## src/sv/rhs_pkg.sv

```systemverilog
// Shared types and constants of the rich header scanner.
// Markers, item kinds, scan phases and the result record.
// No dependencies.
package rhs_pkg;

	localparam logic [31:0] END_MARK   = 32'h6863_6952;
	localparam logic [31:0] START_MARK = 32'h536E_6144;
	localparam logic [15:0] PAIR_BYTES = 16'd8;
	localparam logic [63:0] DOS_HDR    = 64'd64;

	// Result queue geometry
	localparam int QDEPTH = 4;
	localparam int QPTR_W = $clog2(QDEPTH);
	localparam int QCNT_W = $clog2(QDEPTH + 1);

	// Configuration register indexes
	localparam logic CFG_BASE_ADDRESS = 1'b0;
	localparam logic CFG_STUB_LENGTH  = 1'b1;

	typedef enum logic [2:0] {
		KIND_PAD   = 3'd0,
		KIND_MASK  = 3'd1,
		KIND_ENTRY = 3'd2,
		KIND_START = 3'd3,
		KIND_STUB  = 3'd4
	} item_kind_t;

	typedef enum logic [2:0] {
		PH_SEARCH = 3'b001,
		PH_DECODE = 3'b010,
		PH_DONE   = 3'b100
	} phase_t;

	typedef struct packed {
		logic        start_of_image;
		logic [31:0] upper_word;
		logic [31:0] lower_word;
	} pair_t;

	typedef struct packed {
		item_kind_t  item_kind;
		logic [31:0] count_value;
		logic [31:0] product_id;
		logic [63:0] item_address;
		logic [15:0] item_length;
		logic        scan_done;
		logic        image_valid;
	} result_t;

	// Results of one pair, handed from the decoder to the result queue
	typedef struct packed {
		logic [1:0] n;
		result_t    r0;
		result_t    r1;
	} push_t;

endpackage

```

## src/sv/rhs_if.sv

```systemverilog
// Channel interfaces of the rich header scanner: word pairs in, items out.
// Valid/ready handshake; no package dependency.
interface rhs_pair_if;
	logic        valid;
	logic        ready;
	logic        start_of_image;
	logic [31:0] upper_word;
	logic [31:0] lower_word;

	modport source (output valid, start_of_image, upper_word, lower_word, input ready);
	modport sink   (input valid, start_of_image, upper_word, lower_word, output ready);
endinterface

interface rhs_item_if;
	logic        valid;
	logic        ready;
	logic [2:0]  item_kind;
	logic [31:0] count_value;
	logic [31:0] product_id;
	logic [63:0] item_address;
	logic [15:0] item_length;
	logic        scan_done;
	logic        image_valid;

	modport source (output valid, item_kind, count_value, product_id, item_address,
		item_length, scan_done, image_valid, input ready);
	modport sink   (input valid, item_kind, count_value, product_id, item_address,
		item_length, scan_done, image_valid, output ready);
endinterface

```

## src/sv/rhs_decode.sv

```systemverilog
// Scan state and per-pair decode of the rich header scanner.
// Uses rhs_pkg for markers, phases and the result record.
module rhs_decode (
	input  logic             clk,
	input  logic             arst_n,
	input  logic             fire,
	input  rhs_pkg::pair_t   pair_s1,
	input  logic [63:0]      base_address,
	input  logic [15:0]      stub_length,
	output rhs_pkg::push_t   push
);

	rhs_pkg::phase_t phase_q, phase_e, phase_d;
	logic [15:0] off_q, off_e, off_d, off_n;
	logic [31:0] mask_q, mask_e, mask_d;
	logic [1:0]  dp_q, dp_e, dp_d;
	logic        paz_q, paz_e, paz_d;
	logic [31:0] c, p;
	logic [63:0] addr;
	logic        last, ok;
	logic [1:0]  n;
	rhs_pkg::result_t r0, r1;

	always_comb begin
		// start of image restarts the scan before the pair is looked at
		phase_e = pair_s1.start_of_image ? rhs_pkg::PH_SEARCH : phase_q;
		off_e   = pair_s1.start_of_image ? stub_length : off_q;
		mask_e  = pair_s1.start_of_image ? 32'd0 : mask_q;
		dp_e    = pair_s1.start_of_image ? 2'd0 : dp_q;
		paz_e   = pair_s1.start_of_image ? 1'b0 : paz_q;

		phase_d = phase_e;
		off_d   = off_e;
		mask_d  = mask_e;
		dp_d    = dp_e;
		paz_d   = paz_e;

		off_n = off_e - rhs_pkg::PAIR_BYTES;
		addr  = base_address + rhs_pkg::DOS_HDR + {48'd0, off_n};
		last  = off_n < rhs_pkg::PAIR_BYTES;
		c     = pair_s1.upper_word ^ mask_e;
		p     = pair_s1.lower_word ^ mask_e;
		ok    = 1'b0;
		n     = 2'd0;

		r0.item_kind    = rhs_pkg::KIND_PAD;
		r0.count_value  = pair_s1.upper_word;
		r0.product_id   = pair_s1.lower_word;
		r0.item_address = addr;
		r0.item_length  = rhs_pkg::PAIR_BYTES;
		r0.scan_done    = last;
		r0.image_valid  = 1'b0;

		r1.item_kind    = rhs_pkg::KIND_STUB;
		r1.count_value  = 32'd0;
		r1.product_id   = 32'd0;
		r1.item_address = base_address + rhs_pkg::DOS_HDR;
		r1.item_length  = off_n;
		r1.scan_done    = 1'b1;
		r1.image_valid  = 1'b1;

		if (off_e >= rhs_pkg::PAIR_BYTES) begin
			case (phase_e)
				rhs_pkg::PH_SEARCH: begin
					off_d = off_n;
					n     = 2'd1;
					if (pair_s1.lower_word == rhs_pkg::END_MARK) begin
						r0.item_kind = rhs_pkg::KIND_MASK;
						mask_d       = pair_s1.upper_word;
						phase_d      = rhs_pkg::PH_DECODE;
					end
					if (last)
						phase_d = rhs_pkg::PH_DONE;
				end
				rhs_pkg::PH_DECODE: begin
					off_d          = off_n;
					r0.count_value = c;
					r0.product_id  = p;
					if (p == rhs_pkg::START_MARK) begin
						ok = (dp_e != 2'd0) && paz_e && (mask_e != 32'd0) && (c == 32'd0);
						phase_d = rhs_pkg::PH_DONE;
						r0.item_kind = rhs_pkg::KIND_START;
						if (ok && off_n != 16'd0) begin
							r0.scan_done = 1'b0;
							n = 2'd2;
						end else begin
							r0.scan_done   = 1'b1;
							r0.image_valid = ok;
							n = 2'd1;
						end
					end else begin
						r0.item_kind = rhs_pkg::KIND_ENTRY;
						if (dp_e != 2'd3)
							dp_d = dp_e + 2'd1;
						paz_d = (c == 32'd0) && (p == 32'd0);
						if (last)
							phase_d = rhs_pkg::PH_DONE;
						n = 2'd1;
					end
				end
				default: begin
					// scan closed: drop the pair
					n = 2'd0;
				end
			endcase
		end
	end

	always_ff @(posedge clk or negedge arst_n) begin
		if (!arst_n) begin
			phase_q <= rhs_pkg::PH_SEARCH;
			off_q   <= 16'd0;
			mask_q  <= 32'd0;
			dp_q    <= 2'd0;
			paz_q   <= 1'b0;
		end else if (fire) begin
			phase_q <= phase_d;
			off_q   <= off_d;
			mask_q  <= mask_d;
			dp_q    <= dp_d;
			paz_q   <= paz_d;
		end
	end

	assign push.n  = fire ? n : 2'd0;
	assign push.r0 = r0;
	assign push.r1 = r1;

endmodule

```

## src/sv/rhs_result_queue.sv

```systemverilog
// Four-entry result queue of the rich header scanner; takes up to two
// results a cycle and drives the item channel. Uses rhs_pkg and rhs_item_if.
module rhs_result_queue (
	input  logic           clk,
	input  logic           arst_n,
	input  rhs_pkg::push_t push,
	output logic           room,
	rhs_item_if.source     item
);

	rhs_pkg::result_t mem_q [rhs_pkg::QDEPTH];
	logic [rhs_pkg::QPTR_W-1:0] wr_ptr_q, rd_ptr_q, wr_ptr_p1;
	logic [rhs_pkg::QCNT_W-1:0] count_q;
	logic pop;
	rhs_pkg::result_t head;

	assign wr_ptr_p1 = wr_ptr_q + 1'b1;
	assign pop       = (count_q != '0) && item.ready;
	assign room      = count_q <= rhs_pkg::QCNT_W'(rhs_pkg::QDEPTH - 2);
	assign head      = mem_q[rd_ptr_q];

	always_ff @(posedge clk) begin
		if (push.n != 2'd0)
			mem_q[wr_ptr_q] <= push.r0;
		if (push.n == 2'd2)
			mem_q[wr_ptr_p1] <= push.r1;
	end

	always_ff @(posedge clk or negedge arst_n) begin
		if (!arst_n) begin
			wr_ptr_q <= '0;
			rd_ptr_q <= '0;
			count_q  <= '0;
		end else begin
			wr_ptr_q <= wr_ptr_q + rhs_pkg::QPTR_W'(push.n);
			if (pop)
				rd_ptr_q <= rd_ptr_q + 1'b1;
			count_q <= count_q + rhs_pkg::QCNT_W'(push.n) - rhs_pkg::QCNT_W'(pop);
		end
	end

	assign item.valid        = count_q != '0;
	assign item.item_kind    = head.item_kind;
	assign item.count_value  = head.count_value;
	assign item.product_id   = head.product_id;
	assign item.item_address = head.item_address;
	assign item.item_length  = head.item_length;
	assign item.scan_done    = head.scan_done;
	assign item.image_valid  = head.image_valid;

endmodule

```

## src/sv/rich_header_scanner.sv

```systemverilog
// Top level of the rich header scanner: configuration registers, pair input
// register, decoder and result queue. Uses rhs_pkg, rhs_if, rhs_decode, rhs_result_queue.
//
//   channel | dir | handshake          | carries
//   --------+-----+--------------------+------------------------------------------
//   pair    | in  | valid/ready        | start_of_image, upper_word, lower_word
//   result  | out | valid/ready        | kind, count, product id, address, length,
//           |     |                    | scan_done, image_valid
//   cfg     | in  | cfg_we (no ready)  | cfg_index, cfg_wdata (64 bits)
//
// One pair per cycle while the queue has room. A pair is held in the input register,
// is decoded and written into the four-entry result queue, from which its first
// result is then offered.
// A start marker followed by a stub gives two results.
// The input register advances only while the queue has room for two results,
// so output stalls back up into pair.ready. Reset clears scan state and queue.
module rich_header_scanner (
	input  logic         clk,
	input  logic         arst_n,
	rhs_pair_if.sink     pair,
	rhs_item_if.source   result,
	input  logic         cfg_we,
	input  logic         cfg_index,
	input  logic [63:0]  cfg_wdata
);

	logic [63:0]     base_q;
	logic [15:0]     stub_q;
	rhs_pkg::pair_t  pair_s1;
	logic            v_s1;
	logic            room;
	logic            fire;
	rhs_pkg::push_t  push;

	// configuration writes land immediately
	always_ff @(posedge clk or negedge arst_n) begin
		if (!arst_n) begin
			base_q <= 64'd0;
			stub_q <= 16'd0;
		end else if (cfg_we) begin
			case (cfg_index)
				rhs_pkg::CFG_BASE_ADDRESS: base_q <= cfg_wdata;
				rhs_pkg::CFG_STUB_LENGTH:  stub_q <= cfg_wdata[15:0];
				default: ;
			endcase
		end
	end

	// input register: advance into the decoder whenever the queue has room
	assign fire       = v_s1 && room;
	assign pair.ready = !v_s1 || room;

	always_ff @(posedge clk or negedge arst_n) begin
		if (!arst_n)
			v_s1 <= 1'b0;
		else if (pair.valid && pair.ready)
			v_s1 <= 1'b1;
		else if (fire)
			v_s1 <= 1'b0;
	end

	// payload register: hold while stalled
	always_ff @(posedge clk) begin
		if (pair.valid && pair.ready) begin
			pair_s1.start_of_image <= pair.start_of_image;
			pair_s1.upper_word     <= pair.upper_word;
			pair_s1.lower_word     <= pair.lower_word;
		end
	end

	rhs_decode u_decode (
		.clk          (clk),
		.arst_n       (arst_n),
		.fire         (fire),
		.pair_s1      (pair_s1),
		.base_address (base_q),
		.stub_length  (stub_q),
		.push         (push)
	);

	rhs_result_queue u_queue (
		.clk    (clk),
		.arst_n (arst_n),
		.push   (push),
		.room   (room),
		.item   (result)
	);

	// a second result in one transaction is always the closing stub item
	a_two_results_stub: assert property (@(posedge clk) disable iff (!arst_n)
		push.n == 2'd2 |-> push.r1.scan_done && push.r1.item_kind == rhs_pkg::KIND_STUB)
		else $error("second result of a pair is not a closing stub item");

	// nothing is pushed without a pair in the input register
	a_push_needs_pair: assert property (@(posedge clk) disable iff (!arst_n)
		push.n != 2'd0 |-> v_s1 && room)
		else $error("result pushed without a pending pair");

	// a stalled input register keeps its pair
	a_stall_holds: assert property (@(posedge clk) disable iff (!arst_n)
		v_s1 && !room |=> v_s1 && $stable(pair_s1))
		else $error("input register lost a pair while stalled");

	// a verdict only rides on the last result of a scan
	a_verdict_last: assert property (@(posedge clk) disable iff (!arst_n)
		result.valid && result.image_valid |-> result.scan_done)
		else $error("image_valid set on a result that does not close the scan");

endmodule

```

## src/flat_wrapper.sv

```systemverilog
// flat-port wrapper written by rule: the top's interface ports become plain ports
module rich_header_scanner_flat 
  (clk, arst_n, cfg_we, cfg_index, cfg_wdata, pair_valid, pair_start_of_image, pair_upper_word, pair_lower_word, pair_ready, result_valid, result_item_kind, result_count_value, result_product_id, result_item_address, result_item_length, result_scan_done, result_image_valid, result_ready);
  rhs_pair_if pair_i ();
  rhs_item_if result_i ();
  input  logic clk;
  input  logic arst_n;
  input  logic cfg_we;
  input  logic cfg_index;
  input  logic [63:0] cfg_wdata;
  input wire logic [$bits(pair_i.valid)-1:0] pair_valid;
  input wire logic [$bits(pair_i.start_of_image)-1:0] pair_start_of_image;
  input wire logic [$bits(pair_i.upper_word)-1:0] pair_upper_word;
  input wire logic [$bits(pair_i.lower_word)-1:0] pair_lower_word;
  output wire logic [$bits(pair_i.ready)-1:0] pair_ready;
  output wire logic [$bits(result_i.valid)-1:0] result_valid;
  output wire logic [$bits(result_i.item_kind)-1:0] result_item_kind;
  output wire logic [$bits(result_i.count_value)-1:0] result_count_value;
  output wire logic [$bits(result_i.product_id)-1:0] result_product_id;
  output wire logic [$bits(result_i.item_address)-1:0] result_item_address;
  output wire logic [$bits(result_i.item_length)-1:0] result_item_length;
  output wire logic [$bits(result_i.scan_done)-1:0] result_scan_done;
  output wire logic [$bits(result_i.image_valid)-1:0] result_image_valid;
  input wire logic [$bits(result_i.ready)-1:0] result_ready;
  assign pair_i.valid = pair_valid;
  assign pair_i.start_of_image = pair_start_of_image;
  assign pair_i.upper_word = pair_upper_word;
  assign pair_i.lower_word = pair_lower_word;
  assign pair_ready = pair_i.ready;
  assign result_valid = result_i.valid;
  assign result_item_kind = result_i.item_kind;
  assign result_count_value = result_i.count_value;
  assign result_product_id = result_i.product_id;
  assign result_item_address = result_i.item_address;
  assign result_item_length = result_i.item_length;
  assign result_scan_done = result_i.scan_done;
  assign result_image_valid = result_i.image_valid;
  assign result_i.ready = result_ready;
  rich_header_scanner u_core (.clk(clk), .arst_n(arst_n), .pair(pair_i), .result(result_i), .cfg_we(cfg_we), .cfg_index(cfg_index), .cfg_wdata(cfg_wdata));
endmodule
```

## config.mk

```make
export PLATFORM = sky130hd
export DESIGN_NAME = rich_header_scanner_flat
export DESIGN_NICKNAME = d
export VERILOG_FILES = /design/src/sv/rhs_pkg.sv /design/src/sv/rhs_if.sv /design/src/sv/rhs_decode.sv /design/src/sv/rhs_result_queue.sv /design/src/sv/rich_header_scanner.sv /design/src/flat_wrapper.sv
export SDC_FILE = /design/constraint.sdc
export NUM_CORES = 2
export LEC_CHECK = 0
export ABC_AREA = 0
export ABC_CLOCK_PERIOD_IN_PS = 45400
export BUFFER_PORTS_ARGS = -buffer_cell sky130_fd_sc_hd__buf_2
export CAP_MARGIN = 10
export CORE_MARGIN = 2
export CORE_UTILIZATION = 35
export CTS_BUF_LIST = sky130_fd_sc_hd__clkbuf_16
export CTS_CLUSTER_DIAMETER = 50
export DETAILED_ROUTE_END_ITERATION = 16
export SYNTH_ARGS = -nofsm -noshare
export SYNTH_HDL_FRONTEND = slang
export SYNTH_HIERARCHICAL = 1
export SYNTH_SLANG_ARGS = --single-unit
```

## constraint.sdc

```tcl
create_clock -name clk -period 45.4 [get_ports clk]
set_input_delay 4.54 -clock clk [delete_from_list [all_inputs] [get_ports clk]]
set_output_delay 4.54 -clock clk [all_outputs]
set_load 0.005 [all_outputs]
```

* Word level (Yosys, flattened, before mapping) *
Memory sizes are Yosys's and may differ from the RTL's.
Index checks and enable logic that the tools add are counted.

word-level totals
  output and inout port bits = 151
  RAM bits = 596
  memories = 1
  input bits = 135
  register bits = 207

memory list
  memory                words  width  read ports  clocked after memory_dff  write ports  line                    RTL
  u_core.u_queue.mem_q  4      149    1           0                         2            rhs_result_queue.sv:11  rhs_pkg::result_t mem_q [rhs_pkg::QDEPTH];

operators by class
  order comparisons = 3
  reduce and logical (&&, ||, !) cells = 21
  equal/unequal tests = 6
  bitwise gates (word level) = 3
  $add $sub $neg = 9
  mux-type cells = 44

operators by type and width
  kind                     count
  $mux W32                 4
  $mux W67                 1
  $add A64 B16 Y64         1
  $add A64 B7 Y64 const B  1
  $eq A32 B31 Y1 const B   2
  $logic_not A32 Y1        2
  $mux W64                 1
  $xor A32 B32 Y32         2
  $mux W16                 3
  $reduce_bool A32 Y1      1
  $mux W2                  12
  $mux W3                  6
  $ge A16 B4 Y1 const B    1
  $lt A16 B4 Y1 const B    1
  $reduce_bool A16 Y1      1
  $sub A16 B4 Y16 const B  1
  $mux W1                  14
  $pmux W3 S2              2
  $logic_and A1 B1 Y1      8
  $add A2 B1 Y2 const B    3
  $reduce_bool A2 Y1       3
  $pmux W2 S2              1
  $reduce_and A2 Y1        2
  $add A3 B2 Y3            1
  12 further kinds         12

* Longest topological paths before layout *
  word-level depth = 14
  gate-level depth with buffers = 27
  gate-level depth less buffers = 19

* By module *
The synthesis kept the hierarchy.

by module, submodules not included
  module               cells an instance  instances  sequential area each (µm²)  area an instance (µm²)
  rhs_result_queue     1,482              1          18,072.3                    29,117.9
  rhs_decode           1,330              1          1,352.5                     9,711.8
  rich_header_scanner  240                1          3,978.8                     5,301.3

* Worst setup path after synthesis *
No wires, ideal clock.

  path kind = reg-to-reg
  start = register, netlist name u_core/pair_s1[64]
  end = memory u_core/u_queue/mem_q[0][0] (netlist name) (enable)
  period minus slack after synthesis = 17.153 ns
  setup slack = 28.247 ns
  arrival = 16.290 ns
  buffers on the path = 7
  cell stages (with the launch flop) = 20
  cell sequence = edfxtp_1 clkbuf_1 buf_2 buf_1 clkbuf_1 clkbuf_1 buf_1 buf_1 mux2i_1 ha_1 nor4bb_1 nor2_1 xor2_1 or4_1 or4_1 nor4_1 nand2b_1 a21boi_0 o21bai_1 o21ai_0

RTL lines
  element        line
  end, declared  rhs_result_queue.sv:11

* Worst setup path after layout *
  start = register u_core/u_queue/rd_ptr_q[0] (netlist name)
  end = output port result_item_length[15]

between the ends
  longest elaborated chain between the ends = 1

RTL lines
  element                 line                    RTL
  start, declared         rhs_result_queue.sv:12  logic [rhs_pkg::QPTR_W-1:0] wr_ptr_q, rd_ptr_q, wr_ptr_p1;
  start signal, assigned  rhs_result_queue.sv:37  rd_ptr_q <= rd_ptr_q + 1'b1;
  $mem_v2 Z4 W149         --
  end, declared           flat_wrapper.sv:21      output wire logic [$bits(result_i.item_length)-1:0] result_item_length;

Every way passes these cells.

==> metrics.txt <==
# TYPE chip_impl_metric gauge
chip_impl_info{name="synth_ff_type",value="sky130_fd_sc_hd__edfxtp_1"} 1
chip_impl_metric{name="vias",unit=""} 26934
chip_impl_metric{name="layoutNonFillerInstCount",unit=""} 5028
chip_impl_metric{name="asyncSetResetFlopFracSynth",unit=""} 0.1768
chip_impl_metric{name="pin_count",unit=""} 286
chip_impl_metric{name="clock-sinks",unit=""} 803
chip_impl_metric{name="power_frac_seq",unit=""} 0.387
chip_impl_metric{name="grt_start_max_net_pins",unit=""} 150
chip_impl_metric{name="power.combinational.fraction",unit=""} 0.322
chip_impl_metric{name="final_critical_path_required_period",unit="ns"} 7.976
chip_impl_metric{name="floorplan.die.height",unit="um"} 359.1
chip_impl_metric{name="grt_overflow",unit=""} 0
chip_impl_metric{name="timing.critical_path.required",unit="ns"} 40.86
chip_impl_metric{name="nNetsFinal",unit=""} 3434
chip_impl_metric{name="first_global_vias",unit=""} 27288
chip_impl_metric{name="number_of_max_cap_violations",unit=""} 0
chip_impl_metric{name="setup_violators_final",unit=""} 0
chip_impl_info{name="clockRootBuffer",value="sky130_fd_sc_hd__clkbuf_16"} 1
chip_impl_metric{name="flow.area_growth_from_synthesis",unit="%"} 13.37
chip_impl_metric{name="worstSkewPairLatency",unit="ns"} 0.70
chip_impl_metric{name="cts_htree_levels",unit=""} 3
chip_impl_metric{name="cts.repair_timing.setup_buffer_count",unit=""} 0
chip_impl_metric{name="cell_internal_pwr",unit="W"} 0.001950
chip_impl_info{name="holdPathEnd",value="u_core/u_decode/paz_q"} 1
chip_impl_metric{name="synthesis.instances",unit=""} 3052
chip_impl_metric{name="core.rowCount",unit=""} 130
chip_impl_metric{name="dp.final_hpwl",unit="mm"} 82.95
chip_impl_metric{name="final_worst_clock_skew",unit="ns"} 0.03332
chip_impl_metric{name="floorplan.initialDensity",unit=""} 0.3519
chip_impl_metric{name="final_hold_viol_count",unit=""} 0
chip_impl_metric{name="gp_congestion",unit=""} 0.8460
chip_impl_metric{name="relative_max_transition_margin",unit=""} 0.2134
chip_impl_metric{name="yosysSeqAreaShare",unit=""} 0.5303
chip_impl_info{name="crit_path_cell_trace",value="buf_12 -> mux4_2 -> buf_2"} 1
chip_impl_info{name="worstSetupStartpointType",value="flip-flop"} 1
chip_impl_metric{name="wl_per_cell",unit="um"} 25.02
chip_impl_metric{name="count_of_fill_cells_added_during_filler_insertion",unit=""} 11574
chip_impl_metric{name="post_cts_hold_buffer_count",unit=""} 0
chip_impl_metric{name="timing.critical_path.fanout_max",unit=""} 112
chip_impl_metric{name="tightest_slew",unit="ns"} 1.180
chip_impl_metric{name="grt_pass1_wl",unit="mm"} 186.1
chip_impl_metric{name="yosys_warnings",unit=""} 6
chip_impl_metric{name="post_cts_resized",unit=""} 0
chip_impl_metric{name="synth_seq_cells",unit=""} 803
chip_impl_metric{name="drtIter0Drc",unit=""} 2038
chip_impl_info{name="timing.critical_path.max_delay_family",value="flip-flops"} 1
chip_impl_metric{name="viasPerCell",unit=""} 5.357
chip_impl_metric{name="power.switching",unit="W"} 0.0009528
chip_impl_info{name="mostFrequentLayoutCells",value="sky130_fd_sc_hd__edfxtp_1 (661), sky130_fd_sc_hd__mux2_2 (503), sky130_fd_sc_hd__buf_2 (284)"} 1
chip_impl_metric{name="timing.critical_path.buf_inv",unit=""} 2
chip_impl_metric{name="cts-buffers-inserted",unit=""} 106
chip_impl_info{name="rr_endpoint",value="u_core/u_queue/mem_q[1][147]"} 1
chip_impl_metric{name="antenna_found_initial",unit=""} 22
chip_impl_metric{name="reg2regPathDepth",unit=""} 16
chip_impl_metric{name="max_freq",unit="GHz"} 0.1254
chip_impl_info{name="min-delay-path-class",value="flip-flop to flip-flop"} 1
chip_impl_metric{name="syn-mean-instance-area",unit="um^2"} 14.46
chip_impl_metric{name="arrival",unit="ns"} 3.44
chip_impl_info{name="critical_path_class",value="flip-flop to output pin"} 1
chip_impl_metric{name="slew_violations",unit=""} 0
chip_impl_metric{name="core_area",unit="um^2"} 125400
chip_impl_metric{name="detail_route.drc_violations",unit=""} 0
chip_impl_metric{name="io_buffer_count",unit=""} 285
chip_impl_info{name="r2r_start",value="u_core/pair_s1[64]"} 1
chip_impl_metric{name="switching_share",unit=""} 0.3282
chip_impl_metric{name="first_pass_drt_iterations",unit=""} 5
chip_impl_metric{name="critical-path-max-stage-delay",unit="ns"} 0.99
chip_impl_metric{name="die_w",unit="um"} 359.1
chip_impl_info{name="grt_setup_unrepaired",value="no"} 1
chip_impl_metric{name="total_global_routing_track_utilization",unit=""} 0.1921
chip_impl_metric{name="clockPowerShare",unit=""} 0.291
chip_impl_metric{name="postRouteWirelength",unit="mm"} 125.8
chip_impl_metric{name="worst_setup_hold_path_clk_slew",unit="ns"} 0.06
chip_impl_metric{name="reg2reg_setup_slack",unit="ns"} 38.20
chip_impl_metric{name="ant_nets",unit=""} 0
chip_impl_metric{name="cellPowerDensity",unit="nW/um^2"} 58.02
chip_impl_metric{name="design.die.area",unit="um^2"} 128900
chip_impl_metric{name="layout_setup_ws",unit="ns"} 37.42
chip_impl_metric{name="drive_above_1_share",unit=""} 0.3705
chip_impl_metric{name="post_synth_instance_area",unit="um^2"} 44130
chip_impl_info{name="crit_slowest_cell",value="sky130_fd_sc_hd__dfrtp_4"} 1
chip_impl_metric{name="place_worst_setup_slack",unit="ns"} 37.97
chip_impl_info{name="tritoncts",value="built"} 1
chip_impl_info{name="run_status",value="complete, no violations"} 1
chip_impl_metric{name="post-place-cells",unit=""} 4817
chip_impl_metric{name="setup_tns_final",unit="ns"} 0
chip_impl_metric{name="cts_buffer_depth",unit=""} 3
chip_impl_info{name="min_from",value="u_core/u_decode/paz_q"} 1
chip_impl_metric{name="vdd.ir_drop.worst",unit="uV"} 47.14
chip_impl_metric{name="hold-path-cell-count",unit=""} 1
chip_impl_metric{name="leakagePower",unit="nW"} 17.56
chip_impl_metric{name="hold-worst-slack",unit="ns"} 0.4957
chip_impl_metric{name="synth_cell_types",unit=""} 91
chip_impl_info{name="end_kind",value="output pin"} 1
chip_impl_metric{name="final.period_utilization",unit=""} 0.1757
chip_impl_metric{name="post_synth_edffs",unit=""} 661
chip_impl_info{name="final_common_cell",value="sky130_fd_sc_hd__edfxtp_1"} 1
metrics by stage:
stage | total power [W] | instance area [um^2] | utilization
6_report | 0.002903 | 50030 | 0.3989
5_1_grt | 0.003044 | 50030 | 0.3989
4_1_cts | 0.002939 | 50010 | 0.3987
3_5_place_dp | 0.002082 | 46420 | 0.3702
3_3_place_gp | 0.002072 | 46420 | 0.3702
2_1_floorplan | 0.001752 | 44450 | -
worst register-to-register path, cell delays in order, from the launching register on:
cell,delay [ns]
sky130_fd_sc_hd__edfxtp_1,0.36
sky130_fd_sc_hd__buf_4,0.39
sky130_fd_sc_hd__buf_4,0.73
sky130_fd_sc_hd__inv_1,0.54
sky130_fd_sc_hd__nor3_1,0.32
sky130_fd_sc_hd__o22ai_1,0.15
sky130_fd_sc_hd__nor3_1,0.20
sky130_fd_sc_hd__xnor2_1,0.22
sky130_fd_sc_hd__or4_1,0.56
sky130_fd_sc_hd__nor4_1,0.66
sky130_fd_sc_hd__nand2b_1,0.22
sky130_fd_sc_hd__a21boi_0,0.23
sky130_fd_sc_hd__buf_4,0.23
sky130_fd_sc_hd__mux2i_1,0.19
sky130_fd_sc_hd__nor2_4,0.11
sky130_fd_sc_hd__buf_4,0.67
sky130_fd_sc_hd__buf_4,0.96
cells in the mapped netlist, types with 30 or more instances:
master	count	area, um^2
sky130_fd_sc_hd__edfxtp_1	661	19850
sky130_fd_sc_hd__mux2_2	503	5664
sky130_fd_sc_hd__xnor2_1	182	1594
sky130_fd_sc_hd__mux4_2	149	3356
sky130_fd_sc_hd__dfrtp_1	141	3528
sky130_fd_sc_hd__nor2_1	132	495.5
sky130_fd_sc_hd__nand2_1	130	488.0
sky130_fd_sc_hd__mux2_1	122	1374
sky130_fd_sc_hd__buf_4	100	750.7
sky130_fd_sc_hd__clkbuf_1	81	304.0
sky130_fd_sc_hd__mux2_4	60	900.9
sky130_fd_sc_hd__buf_2	53	265.3
sky130_fd_sc_hd__inv_1	48	180.2
sky130_fd_sc_hd__xor2_1	48	420.4
sky130_fd_sc_hd__nor3_1	43	215.2
sky130_fd_sc_hd__nand3_1	42	210.2
sky130_fd_sc_hd__a22o_1	39	341.6
sky130_fd_sc_hd__a31oi_1	38	237.7
sky130_fd_sc_hd__o21ai_0	37	185.2
sky130_fd_sc_hd__buf_6	36	405.4
sky130_fd_sc_hd__nor4bb_1	35	350.3
sky130_fd_sc_hd__nor4_1	33	206.5
sky130_fd_sc_hd__nand4_1	30	187.7
sequential cells by signal, indices dropped and copies added, names as in the netlist:
register	count
u_core/base_q	64
u_core/pair_s1	65
u_core/stub_q	16
u_core/u_decode/dp_q	2
u_core/u_decode/mask_q	32
u_core/u_decode/off_q	16
u_core/u_decode/paz_q	1
u_core/u_decode/phase_q	3
u_core/u_queue/count_q	3
u_core/u_queue/mem_q	596
u_core/u_queue/rd_ptr_q	2
u_core/u_queue/wr_ptr_q	2
u_core/v_s1	1
power by group through the flow:
stage,Combinational (W),Sequential (W),Clock [W]
floorplan,0.000646,0.00111,0
global placement,0.000934,0.00114,0
detailed placement,0.000945,0.00114,0
CTS,0.000952,0.00112,0.000864
global route,0.00101,0.00114,0.000893
finish,0.000936,0.00112,0.000845
kinds of logic (layout without fill, tap and decap cells):
| kind of cell | count (synthesis) | count (layout) | share of synthesized area |
|---|---|---|---|
| other | 2 | 96 | 0.0001702 |
| xor gates and xnor gates | 233 | 233 | 0.04701 |
| muxes | 848 | 848 | 0.2591 |
| and+or+nand+nor | 558 | 558 | 0.06941 |
| adders and majority gates | 24 | 24 | 0.007145 |
| DFF | 803 | 803 | 0.5303 |
| buffers and inverters | 339 | 571 | 0.04760 |
| AOI/OAI and AO/OA | 245 | 245 | 0.03924 |
worst max-delay path by stage:
stage                     cells past startpoint                          to                  startpoint
final                                         3      result_item_length[15]  u_core/u_queue/rd_ptr_q[0]
after global routing                          3      result_item_length[15]  u_core/u_queue/rd_ptr_q[0]
after CTS                                     3       result_product_id[28]  u_core/u_queue/rd_ptr_q[0]
after detailed placement                      3       result_product_id[28]  u_core/u_queue/rd_ptr_q[0]
after global placement                        3        result_product_id[2]  u_core/u_queue/rd_ptr_q[0]
after floorplan                              19  u_core/u_queue/mem_q[0][0]          u_core/pair_s1[64]
metal layers:
metal,wire (um),global-route usage,vias up
met3,5611,0.02898,225
met5,0,0,-
met2,59030,0.3087,767
met1,56500,0.2603,13843
li1,-,-,12099
met4,4656,0.07827,0
layout make-up:
class / count / area, um^2 / area share
multi-input combinational: 1994 / 19010 / 0.3799
clock inverter: 89 / 780.7 / 0.01561
clock buffer: 112 / 2803 / 0.05602
inverter: 48 / 180.2 / 0.003601
tap: 1650 / 2064 / 0.04126
sequential: 803 / 23410 / 0.4679
antenna: 10 / 25.02 / 0.0005002
timing repair buffer: 322 / 1760 / 0.03519
Note: power is estimated with default switching activity, not from simulation.
